==> src/design/srbs_pkg.sv <==
// Shared types and constants for the sorted range bounds search block.
// No dependencies.
`timescale 1ns / 1ps

package srbs_pkg;

  localparam int DATA_W = 32;
  localparam int OUT_IDX_W = 10;
  localparam int ACT_W = 2;

  // Command codes
  localparam logic [ACT_W-1:0] ACT_APPEND = 2'd0;
  localparam logic [ACT_W-1:0] ACT_CLEAR = 2'd1;
  localparam logic [ACT_W-1:0] ACT_QUERY = 2'd2;

  // Search status handed back to the top level
  typedef struct packed {
    logic busy;
    logic done;
  } srch_stat_t;

  // Search answer, indices already cut to the output width
  typedef struct packed {
    logic found;
    logic [OUT_IDX_W-1:0] first_idx;
    logic [OUT_IDX_W-1:0] last_idx;
  } srch_res_t;

endpackage

==> src/design/srbs_search.sv <==
// Sequencer for the two bound searches sharing one compare unit and the
// store read port. Depends on srbs_pkg for types and widths.
`timescale 1ns / 1ps

module srbs_search #(
  parameter int AW = 10,
  parameter int CW = 11
) (
  input  logic                                clk,
  input  logic                                rst,
  input  logic                                start,
  input  logic signed [srbs_pkg::DATA_W-1:0]  key_in,
  input  logic [CW-1:0]                       count,
  output logic [AW-1:0]                       raddr,
  input  logic [srbs_pkg::DATA_W-1:0]         rdata,
  output srbs_pkg::srch_stat_t                stat,
  output srbs_pkg::srch_res_t                 res
);

  localparam logic [1:0] ST_IDLE = 2'd0;
  localparam logic [1:0] ST_LOAD = 2'd1;
  localparam logic [1:0] ST_CMP  = 2'd2;
  localparam int XW = AW + srbs_pkg::OUT_IDX_W;

  logic [1:0] state;
  logic [CW-1:0] lo;
  logic [CW-1:0] hi_ex;
  logic [AW-1:0] mid;
  logic pass;
  logic signed [srbs_pkg::DATA_W-1:0] key;
  logic first_hit;
  logic last_hit;
  logic [AW-1:0] first_idx;
  logic [AW-1:0] last_idx;
  logic done;

  logic [CW:0] sum_load;
  logic [AW-1:0] mid_load;
  logic eq;
  logic lt;
  logic [CW-1:0] lo_next;
  logic [CW-1:0] hi_ex_next;
  logic [CW:0] sum_next;
  logic [AW-1:0] mid_next;
  logic [XW-1:0] first_ext;
  logic [XW-1:0] last_ext;

  // Floor midpoint of the current window (hi_ex is one past the top)
  always_comb begin
    sum_load = (CW + 1)'(lo) + (CW + 1)'(hi_ex) - (CW + 1)'(1);
    mid_load = AW'(sum_load >> 1);
  end

  // Compare fetched element and narrow the window
  always_comb begin
    eq = ($signed(rdata) == key);
    lt = ($signed(rdata) < key);
    lo_next = lo;
    hi_ex_next = hi_ex;
    if (eq) begin
      if (pass) begin
        lo_next = CW'(mid) + CW'(1);
      end else begin
        hi_ex_next = CW'(mid);
      end
    end else if (lt) begin
      lo_next = CW'(mid) + CW'(1);
    end else begin
      hi_ex_next = CW'(mid);
    end
    sum_next = (CW + 1)'(lo_next) + (CW + 1)'(hi_ex_next) - (CW + 1)'(1);
    mid_next = AW'(sum_next >> 1);
  end

  // Read address: next midpoint while comparing, else window midpoint
  assign raddr = (state == ST_CMP) ? mid_next : mid_load;

  // Sequencer
  always_ff @(posedge clk) begin
    if (rst) begin
      state <= ST_IDLE;
      done <= 1'b0;
      pass <= 1'b0;
      first_hit <= 1'b0;
      last_hit <= 1'b0;
    end else begin
      case (state)
        ST_IDLE: begin
          done <= 1'b0;
          if (start) begin
            key <= key_in;
            lo <= '0;
            hi_ex <= count;
            pass <= 1'b0;
            first_hit <= 1'b0;
            last_hit <= 1'b0;
            state <= ST_LOAD;
          end
        end
        ST_LOAD: begin
          if (lo < hi_ex) begin
            mid <= mid_load;
            state <= ST_CMP;
            done <= 1'b0;
          end else if (!pass) begin
            pass <= 1'b1;
            lo <= '0;
            hi_ex <= count;
            done <= 1'b0;
          end else begin
            state <= ST_IDLE;
            done <= 1'b1;
          end
        end
        ST_CMP: begin
          if (eq) begin
            if (pass) begin
              last_hit <= 1'b1;
              last_idx <= mid;
            end else begin
              first_hit <= 1'b1;
              first_idx <= mid;
            end
          end
          if (lo_next < hi_ex_next) begin
            lo <= lo_next;
            hi_ex <= hi_ex_next;
            mid <= mid_next;
            done <= 1'b0;
          end else if (!pass) begin
            pass <= 1'b1;
            lo <= '0;
            hi_ex <= count;
            state <= ST_LOAD;
            done <= 1'b0;
          end else begin
            state <= ST_IDLE;
            done <= 1'b1;
          end
        end
        default: begin
          state <= ST_IDLE;
          done <= 1'b0;
        end
      endcase
    end
  end

  // Cut indices to the output width, zero when no match
  always_comb begin
    first_ext = XW'(first_idx);
    last_ext = XW'(last_idx);
    res.found = first_hit;
    res.first_idx = first_hit ? first_ext[srbs_pkg::OUT_IDX_W-1:0] : '0;
    res.last_idx = last_hit ? last_ext[srbs_pkg::OUT_IDX_W-1:0] : '0;
    stat.busy = (state != ST_IDLE);
    stat.done = done;
  end

endmodule

==> config.mk <==
export PLATFORM = sky130hd
export DESIGN_NAME = srbs_search
export DESIGN_NICKNAME = d
export VERILOG_FILES = /design/src/design/srbs_pkg.sv /design/src/design/srbs_search.sv
export SDC_FILE = /design/constraint.sdc
export NUM_CORES = 1
export LEC_CHECK = 0
export BUFFER_PORTS_ARGS = -buffer_cell sky130_fd_sc_hd__buf_2
export CORE_ASPECT_RATIO = 1.25
export CORE_MARGIN = 3
export CORE_UTILIZATION = 41
export CTS_CLUSTER_DIAMETER = 40
export DETAILED_ROUTE_END_ITERATION = 8
export GPL_TIMING_DRIVEN = 0
export PLACE_DENSITY = 0.69
export SLEW_MARGIN = 20
export SYNTH_ARGS = -nofsm -noshare
export SYNTH_HDL_FRONTEND = slang
export SYNTH_SLANG_ARGS = --single-unit
==> constraint.sdc <==
create_clock -name clk -period 10.8 [get_ports clk]
set_input_delay 0.54 -clock clk [delete_from_list [all_inputs] [get_ports clk]]
set_output_delay 0.54 -clock clk [all_outputs]
set_load 0.02 [all_outputs]
Yosys cells after proc, flatten, opt, wreduce, memory -nomap -nowiden
Index checks and enable logic that the tools add are counted.

storage, ports and cells
  memories kept = 0
  bits in latches = 0
  input port bits = 78
  bits in writable memories = 0
  logic and storage cells = 89
  bits in registers = 90
  memory bits (read-only) = 0

operators by class
  multiplexer cells = 42
  shifts and indexed selects = 0
  reductions and logical operators = 14
  magnitude comparators = 3
  equality and inequality tests = 12
  divide/modulo/power cells = 0
  bitwise operators = 2
  add/subtract/negate cells = 5
  $mul = 0

operators by type and width
  operator                                            count
  2-to-1 mux 11 bit                                   14
  one-hot mux 11 bit (3 select lines)                 2
  2-to-1 mux 10 bit                                   5
  == test 32 bit                                      1
  < comparator 32 bit                                 1
  AND reduction 4 bit                                 7
  adder 11 bit                                        2
  < comparator 11 bit                                 2
  subtractor 11 x 1 -> 11 bit, second input constant  2
  one-hot mux 10 bit (2 select lines)                 1
  inequality test 2 bit, second input constant        7
  adder 10 x 1 -> 11 bit, second input constant       1
  2-to-1 mux 1 bit                                    11
  2-to-1 mux 2 bit                                    4
  one-hot mux 1 bit (2 select lines)                  3
  one-hot mux 2 bit (3 select lines)                  1
  AND reduction 3 bit                                 2
  nonzero test 2 bit                                  3
  inequality test 3 bit, second input constant        1
  one-hot mux 1 bit (3 select lines)                  1
  nonzero test 3 bit                                  1
  == test 2 x 1 -> 1 bit, second input constant       1
  == test 2 bit, second input constant                1
  logical NOT 2 bit                                   1
  other kinds (2)                                     3

Logic depth before layout (Yosys ltp)
Gate-level depths: netlist (run 1).

  depth in word-level cells = 7
  mapped depth = 26
  mapped depth without buffers = 24

Worst setup path after synthesis (run 1)
Ideal clock, no wire load.

  path kind = flip-flop to flip-flop
  start = register lo[1]
  end = register hi_ex[0], enable pin
  setup slack = 5.240 ns
  arrival = 5.038 ns
  cell stages (with the launch flop) = 11
  path buffers = 0
  path through = edfxtp_1 -> inv_1 -> ha_1 -> inv_1 -> a21o_1 -> a21oi_1 -> o21bai_1 -> a21oi_1 -> o211ai_1 -> a31oi_1 -> a2111oi_0

on the way
  longest elaborated chain between the ends = 3

RTL lines
  element                          line                RTL
  start, declared                  srbs_search.sv:26   logic [CW-1:0] lo;
  start signal, assigned           srbs_search.sv:126  lo <= lo_next;
  < comparator 11 bit              srbs_search.sv:101  if (lo < hi_ex) begin
  inequality test 2 bit (no line)  -
  AND reduction 4 bit (no line)    -
  end signal, assigned             srbs_search.sv:93   hi_ex <= count;
  end signal, assigned             srbs_search.sv:108  hi_ex <= count;
  end signal, assigned             srbs_search.sv:127  hi_ex <= hi_ex_next;
  end, declared                    srbs_search.sv:27   logic [CW-1:0] hi_ex;

Every way passes these cells.
A chain may end at the register's enable or synchronous reset.

Worst setup path after layout (run 1)
  start = register key[31] in the netlist's numbering
  end = output port raddr[9]

on the way
  longest elaborated chain between the ends = 6
  elaborated cells on any way between the ends = 9

RTL lines
  element                          line               RTL
  start, declared                  srbs_search.sv:30  logic signed [srbs_pkg::DATA_W-1:0] key;
  start signal, assigned           srbs_search.sv:91  key <= key_in;
  < comparator 32 bit              srbs_search.sv:57  lt = ($signed(rdata) < key);
  2-to-1 mux 11 bit                srbs_search.sv:66  end else if (lt) begin
  2-to-1 mux 11 bit                srbs_search.sv:60  if (eq) begin
  adder 11 bit (*)                 srbs_search.sv:71  sum_next = (CW + 1)'(lo_next) + (CW + 1)'(hi_ex_next) - (CW + 1)'(1);
  subtractor 11 x 1 -> 11 bit (*)  srbs_search.sv:71
  2-to-1 mux 10 bit (*)            srbs_search.sv:76  assign raddr = (state == ST_CMP) ? mid_next : mid_load;
  end, declared                    srbs_search.sv:14  output logic [AW-1:0] raddr,

Mark *: on every way between the ends. The rest lies on a longest branch, timed or not.

==> flow_metrics.tcl, run 1 <==
set metrics [dict create \
    rr_endpoint "hi_ex[1]$_DFFE_PP_" \
    cp_common_cell "a21oi_1" \
    diodes 0 \
    yosysMostFrequentCell "inv_1" \
    max-clock-path-buffers 2 \
    worst_path_largest_cell_delay_ps 480 \
    core_mm2 0.01520 \
    grt_pass1_vias 5032 \
    drtPass1Iterations 5 \
    path_depth 25 \
    utilization_pct 50.48 \
    hold_slack_ps 363.7 \
    rows 50 \
    crit_type "reg2out" \
    cts_num_sinks 90 \
    worst_slew_margin_rel_pct 50.65 \
    syn-num-nets 806 \
    worst_pin_slew_ps 740.3 \
    syn_area_mm2 0.006462 \
    viasPerCell 5.147 \
    antenna_found_initial 0 \
    fin_skew_ps 12.58 \
    worstReg2RegStart "key[31]$_DFFE_PP_" \
    ys_ff_latch 90 \
    seqPwrFrac_pct 26.0 \
    synth_edf_count 84 \
    grt_max_degree 28 \
    cts_buffers 9 \
    outcome "finished clean" \
    fin_cells 974 \
    cp-endpoint "raddr[9]" \
    root_buffer "clkbuf_16" \
    hpwl_mm 12.39 \
    drive_gt1_share_pct 22.06 \
    wire_per_inst_um 16.22 \
    worstPathMaxFanout 10 \
    setup_violations 0 \
    ys_top_cells_by_count "inv_1, ha_1, edfxtp_1" \
    clk_pin_slew_ps 60 \
    cp_num_buf_inv 5 \
    grt_use_total_pct 18.48 \
    cts_hold_buf 0 \
    switching_share_pct 44.47 \
    numPortBuffers 109 \
    p_comb_share_pct 58.6 \
    hold_path.class "in2reg" \
    final.setup.tns_ps 0 \
    grt-ovfl-total 0 \
    cts_tree "done" \
    cp-start-kind "flop" \
    drt_wl_total_mm 15.80 \
    hold_viol_final 0 \
    pwr-share-clk_pct 15.4 \
    power.total_mw 2.194 \
    critPathArrivalTime_ps 5940 \
    die_x_um 118.3 \
    cp-end-kind "output pin" \
    ir_drop_mv 0.3210 \
    power.switching_uw 975.7 \
    ys_warn_count 0 \
    cp_slowest_cell "nor4_2" \
    synth_ff_type "edfxtp_1" \
    synthArstFlopShare_pct 0 \
    ff2ff_setup_slack_ps 4960 \
    path_delay_family "compound AO/OA/AOI/OAI gates" \
    start_util_pct 42.51 \
    fp.dieH_um 146.4 \
    rsz0062_at_grt "false" \
    h-tree-depth 3 \
    ctsResizeCount 0 \
    synth-seq-area-share_pct 40.89 \
    netlist.area_leader.share_pct 39.03 \
    avgSynthCellArea_um2 10.19 \
    clock_latency_ps 360 \
    drv_slew 0 \
    final_nets 933 \
    vias 5013 \
    power.internal_mw 1.218 \
    drc 0 \
    yosysTopAreaCell "edfxtp_1" \
    power_density_mw_per_mm2 285.9 \
    netlist_instances 634 \
    drt_iter0_drc 296 \
    synth_cell_types 67 \
    finalCritPeriodShare_pct 60.01 \
    clock.fmax_ghz 0.1543 \
    syn_to_final_growth_pct 18.74 \
    synth_area_leaders "edfxtp_1, ha_1, inv_1, a21oi_1, xnor2_1" \
    place_congestion 0.8556 \
    placed_cells 958 \
    crit_required_ps 10260 \
    antenna_left 0 \
    dieArea_mm2 0.01731 \
    pin_count 111 \
    cp-startpoint "key[31]$_DFFE_PP_" \
    layout_min_cycle_time_ps 6481 \
    rr_worst_depth 23 \
    grt_pass1_wl_mm 25.37 \
    post-cts-setup-buffers 0 \
    max_cap_violations 0 \
    p_leak_nw 3.553 \
]
==> registers in the layout (all words and copies together) (netlist names) <==
name and cells:
done 1, state 2, hi_ex 11, first_hit 1, key 32, last_hit 1
last_idx 10, first_idx 10, mid 10, pass 1, lo 11
==> metal layers <==
metal  track usage (%)  share of wire [%]
met1             22.31                 43
met5                 0                  0
met4             6.452                2.6
met3             3.797                5.3
met2             32.59                 49
==> stage by stage <==
stage	worst slack (ps)	area, µm²
2_1_floorplan	5240	6462
6_report	4319	7674
3_3_place_gp	2265	7268
5_1_grt	3945	7674
3_5_place_dp	4448	7357
4_1_cts	4349	7674
==> placed cells by master (no fill, tap or decap), drive strengths merged, types with 5 or more instances in the layout <==
master  instances
inv           103
nor2           37
xor2            7
nand2b          7
nand3          12
a21o           13
mux2i          12
a221o           9
nand4          10
nand2          32
clkbuf         17
o21ai          29
xnor2          19
ha             92
edfxtp         84
o21bai          8
dfxtp           6
a21oi          51
buf           128
and3            5
and2           21
nor3           10
==> how the worst min path moves through the flow <==
stage | startpoint | endpoint | slack [ps] | depth (start not counted)
after floorplan | mid[0]$_DFFE_PP_ | first_idx[0]$_DFFE_PP_ | 470 | 0
after global placement | state[1]$_SDFFE_PP0P_ | state[1]$_SDFFE_PP0P_ | 500 | 2
after detailed placement | state[1]$_SDFFE_PP0P_ | state[1]$_SDFFE_PP0P_ | 500 | 2
after CTS | key_in[26] | key[26]$_DFFE_PP_ | 350 | 1
after global routing | key_in[26] | key[26]$_DFFE_PP_ | 340 | 1
final | key_in[11] | key[11]$_DFFE_PP_ | 360 | 1
==> cell type report <==
cell class / instances / area, µm²
inverters: 102 / 382.9
fillers: 1393 / 7528
clock inverters: 7 / 91.34
well taps: 208 / 260.3
repair buffers: 116 / 609.3
multi-input cells: 422 / 3341
clock buffers: 9 / 225.2
plain buffers: 20 / 121.4
flip-flops and latches: 90 / 2643
==> power by group through the flow <==
stage                     Combinational, mW  Sequential, mW  Clock [mW]
after detailed placement               1.28           0.576           0
final                                  1.29           0.570       0.338
after global routing                   1.43           0.578       0.358
after floorplan                       0.945           0.550           0
after global placement                 1.23           0.581           0
after CTS                              1.29           0.569       0.345
==> worst register-to-register path, cell delays in order (launching register included) <==
cell	delay, ps
edfxtp_1	320
inv_1	50
ha_1	280
buf_6	130
nand4_2	150
nor4_2	480
nand3_1	340
nor2_1	290
a21o_1	210
clkbuf_1	400
nor2_1	100
a21oi_1	260
inv_1	90
ha_1	320
nand4_1	150
nor2_1	210
nand3_1	150
or4_4	450
nor4b_4	340
a211oi_2	160
nand2_2	130
buf_4	220
nor2_1	80
a221o_1	260
==> kinds of logic (layout without fill, tap and decap cells) <==
kind of cell    Yosys count  count (layout)  share of synthesized area (%)
simple gates            152             152                          12.55
compound gates          137             137                          14.77
buf+inv                 122             254                          7.802
fa+ha+maj                94              94                          18.43
flops                    90              90                          40.89
xor+xnor                 26              26                          3.524
mux                      13              13                          2.033
Note: power is estimated with default switching activity, not from simulation.
==> run 2: changes to the inputs <==
--- a/config.mk
+++ b/config.mk
@@ -12,7 +12,7 @@
 export CTS_CLUSTER_DIAMETER = 40
 export DETAILED_ROUTE_END_ITERATION = 8
 export GPL_TIMING_DRIVEN = 0
-export PLACE_DENSITY = 0.69
+export PLACE_DENSITY = 0.72
 export SLEW_MARGIN = 20
 export SYNTH_ARGS = -nofsm -noshare
 export SYNTH_HDL_FRONTEND = slang
==> constraint.sdc (replaced) <==
create_clock -name clk -period 5.3 [get_ports clk]
set_input_delay 0.265 -clock clk [delete_from_list [all_inputs] [get_ports clk]]
set_output_delay 0.265 -clock clk [all_outputs]
set_load 0.02 [all_outputs]
==> flow_metrics.tcl, run 2 (synthesis gave the netlist of run 1 again) <==
set metrics [dict create \
    start_util_pct 42.51 \
    dpl_cell_area_mm2 0.007351 \
    worst_slew_margin_rel_pct 46.03 \
    grt_use_total_pct 18.68 \
    dieArea_mm2 0.01731 \
    grt_pass1_wl_mm 25.63 \
    worst_pin_slew_ps 808.0 \
    max_cap_violations 0 \
    cts_num_sinks 90 \
    setup_violations 9 \
    fp.dieH_um 146.4 \
    syn_to_final_growth_pct 28.00 \
    rsz0062_at_grt "true" \
    crit_type "reg2reg" \
    pin_count 111 \
    layout_commonest_cell "buf_2" \
    core_mm2 0.01520 \
    hold_slack_ps 82.77 \
    cts_buffers 9 \
    multi_input_area_mm2 0.003709 \
    regArea_mm2 0.002643 \
    hpwl_mm 12.22 \
    drt_iter0_drc 303 \
    rows 50 \
    hold_viol_final 0 \
    final_nets 958 \
    power_density_mw_per_mm2 618.1 \
    design_area_mm2 0.008272 \
    critPathArrivalTime_ps 5430 \
    drv_slew 0 \
    place_congestion 0.8601 \
    root_buffer "clkbuf_16" \
    regMostFlops "key" \
    layout_min_cycle_time_ps 5324 \
    antenna_found_initial 0 \
    fin_skew_ps 10.26 \
    grt-ovfl-total 0 \
    grt_max_degree 27 \
    setup_ws_ps -24.07 \
    finalCritPeriodShare_pct 100.5 \
    antenna_left 0 \
    drc 0 \
    clk_pin_slew_ps 70 \
    numPortBuffers 109 \
    final_cell_mix "buf_2, inv_1, edfxtp_1" \
    drt_wl_total_mm 17.27 \
    drtPass1Iterations 5 \
    wire_per_inst_um 17.29 \
    die_x_um 118.3 \
    largest_registers "key: 32 flops, hi_ex: 11 flops, lo: 11 flops" \
    h-tree-depth 3 \
    diodes 0 \
    viasPerCell 5.251 \
    grt_pass1_vias 5063 \
    cts_hold_buf 0 \
    hold_path.class "in2reg" \
    drive_gt1_share_pct 31.61 \
    cts_tree "done" \
    worstPathMaxFanout 10 \
    fill_cells 1319 \
    cp-start-kind "flop" \
    max-clock-path-buffers 2 \
    vias 5246 \
    power.total_mw 5.113 \
    p_leak_nw 3.709 \
    outcome "finished, violations left" \
    cp-end-kind "flop" \
    crit_required_ps 5410 \
    violations "setup timing" \
    clock_latency_ps 360 \
    ir_drop_mv 0.9198 \
    largest_register_ffs 32 \
    clock.fmax_ghz 0.1878 \
]
-- run 2: cell types whose count changed in the layout (fill, tap and decap cells not counted), sizes merged --
cell      change
bufinv        -2
inv           -1
clkbuf        +1
buf          +26
clkinvlp      +1
-- run 2: area by class of cell --
| type | count | area share (%) |
|---|---|---|
| flip-flops and latches | 90 | 31.95 |
| clock buffers | 11 | 2.813 |
| plain buffers | 20 | 2.148 |
| well taps | 208 | 3.146 |
| multi-input cells | 422 | 44.83 |
| clock inverters | 5 | 0.3782 |
| inverters | 102 | 4.629 |
| repair buffers | 141 | 10.10 |
-- run 2: worst paths after layout --
| check | slack [ps] | from | cells past startpoint | endpoint |
|---|---|---|---|---|
| min | 80 | key_in[13] | 1 | key[13]$_DFFE_PP_ |
| min reg2reg | 520 | state[1]$_SDFFE_PP0P_ | 2 | state[1]$_SDFFE_PP0P_ |
| max | -20 | key[14]$_DFFE_PP_ | 23 | hi_ex[4]$_DFFE_PP_ |
| max reg2reg | -20 | key[14]$_DFFE_PP_ | 23 | hi_ex[4]$_DFFE_PP_ |
-- run 2: what timing repair did --
item,4_1_cts,5_1_grt
setup buffers,8,15
resized for setup,51,58
pin swaps,12,31
gates cloned,0,2
setup endpoints to repair,44,36
-- run 2: critical path, stage by stage, from the launching register on --
cell	delay (ps)
edfxtp_1	370
inv_1	110
ha_4	200
nand4_1	180
buf_4	150
a21oi_2	30
o41a_2	460
or3_4	380
a21o_4	250
buf_12	150
buf_4	170
mux2i_2	180
ha_1	350
nand4_1	190
nor2_2	210
nand3_2	130
or4_4	440
nor4b_4	280
buf_4	180
a211oi_4	60
nand2_2	140
buf_12	150
nor2_1	50
a221o_1	270
-- run 2: layer usage --
metal	track usage, %	wire length (µm)
met3	3.216	1147
met1	23.17	6980
met5	0	0
met4	8.035	510
met2	31.99	8635
-- run 2: power by group --
group	switching (mW)	total [mW]	internal (mW)
Combinational	1.85	3.34	1.48
Sequential	0.163	1.18	1.02
Clock	0.277	0.594	0.317
Total	2.29	5.11	2.82
-- run 2: metrics by stage --
stage	instances	TNS, ps	setup slack [ps]	utilization, %
after floorplan	634	0	423.5	-
after global placement	951	-46500	-1311	47.82
after detailed placement	958	-12950	-487.9	48.35
after CTS	982	0	2.842	51.96
after global routing	999	-4025	-193.5	54.41
final	999	-118.5	-24.07	54.41
==> run 3: changes to the inputs <==
--- a/config.mk
+++ b/config.mk
@@ -5,6 +5,7 @@
 export SDC_FILE = /design/constraint.sdc
 export NUM_CORES = 1
 export LEC_CHECK = 0
+export ABC_AREA = 1
 export BUFFER_PORTS_ARGS = -buffer_cell sky130_fd_sc_hd__buf_2
 export CORE_ASPECT_RATIO = 1.25
 export CORE_MARGIN = 3
@@ -12,7 +13,7 @@
 export CTS_CLUSTER_DIAMETER = 40
 export DETAILED_ROUTE_END_ITERATION = 8
 export GPL_TIMING_DRIVEN = 0
-export PLACE_DENSITY = 0.72
+export PLACE_DENSITY = 0.71
 export SLEW_MARGIN = 20
 export SYNTH_ARGS = -nofsm -noshare
 export SYNTH_HDL_FRONTEND = slang
==> flow_metrics.tcl, run 3 <==
set metrics [dict create \
    fp.dieH_um 153.7 \
    crit_required_ps 5040 \
    ys_warn_count 0 \
    worst_path_largest_cell_delay_ps 350 \
    pin_count 111 \
    grt_pass1_wl_mm 30.77 \
    finalCritPeriodShare_pct 93.18 \
    synth_area_leaders "edfxtp_1, ha_1, inv_1, nand2_1, nor2_1" \
    drtPass1Iterations 7 \
    worstPathMaxFanout 15 \
    largest_registers "key: 32 flops, hi_ex: 11 flops, lo: 11 flops" \
    clock.fmax_ghz 0.2025 \
    synth_compound_area_share_pct 11.76 \
    fin_cells 1264 \
    clock_latency_ps 350 \
    drv_slew 0 \
    p_leak_nw 4.290 \
    numPortBuffers 109 \
    hpwl_mm 15.72 \
    ir_drop_mv 0.4280 \
    synth_edf_count 84 \
    yosys.area_share.adder_pct 16.64 \
    power_density_mw_per_mm2 646.7 \
    rows 53 \
    crit_type "reg2out" \
    design_area_mm2 0.008539 \
    drive_gt1_share_pct 17.82 \
    core_mm2 0.01698 \
    hold_path.class "in2reg" \
    yosys.area_share.simple_pct 21.44 \
    hold_viol_final 0 \
    ys_top_cells_by_count "inv_1, nand2_1, nor2_1" \
    grt_pass1_vias 6207 \
    yosysMostFrequentCell "inv_1" \
    netlist.area_leader.share_pct 35.23 \
    avgSynthCellArea_um2 7.850 \
    layout_min_cycle_time_ps 4939 \
    cp_common_cell "nand2_1" \
    grt-ovfl-total 0 \
    synthXorXnorAreaFrac_pct 1.346 \
    cp-end-kind "output pin" \
    ys_ff_latch 90 \
    final.setup.tns_ps 0 \
    drc 0 \
    cp_slowest_cell "ha_1" \
    max-clock-path-buffers 2 \
    outcome "finished clean" \
    hold_slack_ps 90.02 \
    synthArstFlopShare_pct 0 \
    vias 6453 \
    viasPerCell 5.105 \
    worst_pin_slew_ps 790.4 \
    grt_use_total_pct 20.65 \
    final_nets 1211 \
    largest_register_ffs 32 \
    regMostFlops "key" \
    drt_wl_total_mm 19.95 \
    critPathArrivalTime_ps 4670 \
    setup_ws_ps 361.3 \
    placed_cells 1243 \
    synth_ff_type "edfxtp_1" \
    dpl_cell_area_mm2 0.008031 \
    netlist_instances 912 \
    start_util_pct 42.17 \
    layout_commonest_cell "inv_1" \
    syn_area_mm2 0.007159 \
    wire_per_inst_um 15.79 \
    clk_pin_slew_ps 70 \
    synth_cell_types 48 \
    cp-start-kind "flop" \
    root_buffer "clkbuf_16" \
    setup_violations 0 \
    fin_skew_ps 6.125 \
    grt_max_degree 27 \
    h-tree-depth 3 \
    worst_slew_margin_rel_pct 47.02 \
    diodes 0 \
    antenna_found_initial 0 \
    yosysTopAreaCell "edfxtp_1" \
    syn-num-nets 1084 \
    synth-seq-area-share_pct 36.91 \
    cts_tree "done" \
    max_cap_violations 0 \
    die_x_um 124.2 \
    synth_mux_area_share_pct 0 \
    place_congestion 0.9346 \
    dp_slack_ps -180.4 \
    syn_to_final_growth_pct 19.28 \
    cts_buffers 9 \
    antenna_left 0 \
    final_cell_mix "inv_1, nand2_1, buf_2" \
    dieArea_mm2 0.01909 \
    drt_iter0_drc 475 \
    cts_num_sinks 90 \
    cts_hold_buf 0 \
    synth_top_family_by_area "simple AND/OR/NAND/NOR gates" \
]
[run 3: cell types whose count changed after synthesis, moves of 9 or more]
cell and change:
o211ai_1 +9, mux2i_1 -12, a21o_1 -12, clkbuf_1 +12, nand3_1 +39, a21oi_1 +14, inv_1 +82, nand2_1 +138
nor2_1 +61, xnor2_1 -18, and2_1 -19
[run 3: final cells by class]
cell class	count	area (µm²)
Buffer	29	163.9
Clock buffer	10	229.0
Clock inverter	6	72.57
Fill cell	1639	8437
Inverter	189	709.4
Multi-Input combinational cell	603	3829
Sequential cell	90	2643
Tap cell	220	275.3
Timing Repair Buffer	117	618.1
[run 3: cell families (layout without fill, tap and decap cells)]
kind of cell,count (synthesis),after routing
compound gates,140,140
xor+xnor,11,11
fa+ha+maj,94,94
simple gates,358,358
flops,90,90
buf+inv,219,351
[run 3: path summary, 6_finish.rpt]
check,start,end,slack [ps],cells past startpoint
setup reg to reg,key[23]$_DFFE_PP_,mid[5]$_DFFE_PP_,850,20
hold / removal,key_in[30],key[30]$_DFFE_PP_,90,1
hold reg to reg,last_hit$_SDFFE_PP0P_,last_hit$_SDFFE_PP0P_,460,2
setup / recovery,key[31]$_DFFE_PP_,raddr[9],360,29
[run 3: stage by stage]
step | total power [mW] | util (%)
after CTS | 5.368 | 49.36
after detailed placement | 4.628 | 47.31
after floorplan | 3.652 | -
after global routing | 6.048 | 50.30
final | 5.522 | 50.30
after global placement | 4.564 | 47.01
[run 3: metal layers]
metal | up-vias | GRT usage (%) | share of wire, %
li1 | 3237 | - | -
met1 | 2936 | 25.40 | 41
met2 | 240 | 36.26 | 49
met3 | 40 | 3.017 | 7.5
met4 | 0 | 7.359 | 2.6
met5 | - | 0 | 0
[run 3: timing repair]
item,CTS,global route
setup endpoints to repair,3,2
setup buffers,0,6
hold endpoints to repair,0,0
pin swaps,0,8
gates cloned,0,0
resized for setup,17,27
[run 3: critical path: cells and delay by family (launching register included)]
kind	cells	cell delay, ps
AO/OA/AOI/OAI	6	920
buffers and inverters	6	730
adder cells (fa/ha/maj)	3	920
AND/OR/NAND/NOR	14	1410
flip-flops	1	330
[run 3: where the power goes]
part / internal [mW] / leakage, nW / switching (mW)
Clock: 0.372 / 0.144 / 0.301
Combinational: 1.30 / 3.32 / 2.33
Sequential: 1.05 / 0.828 / 0.169
Total: 2.72 / 4.29 / 2.80
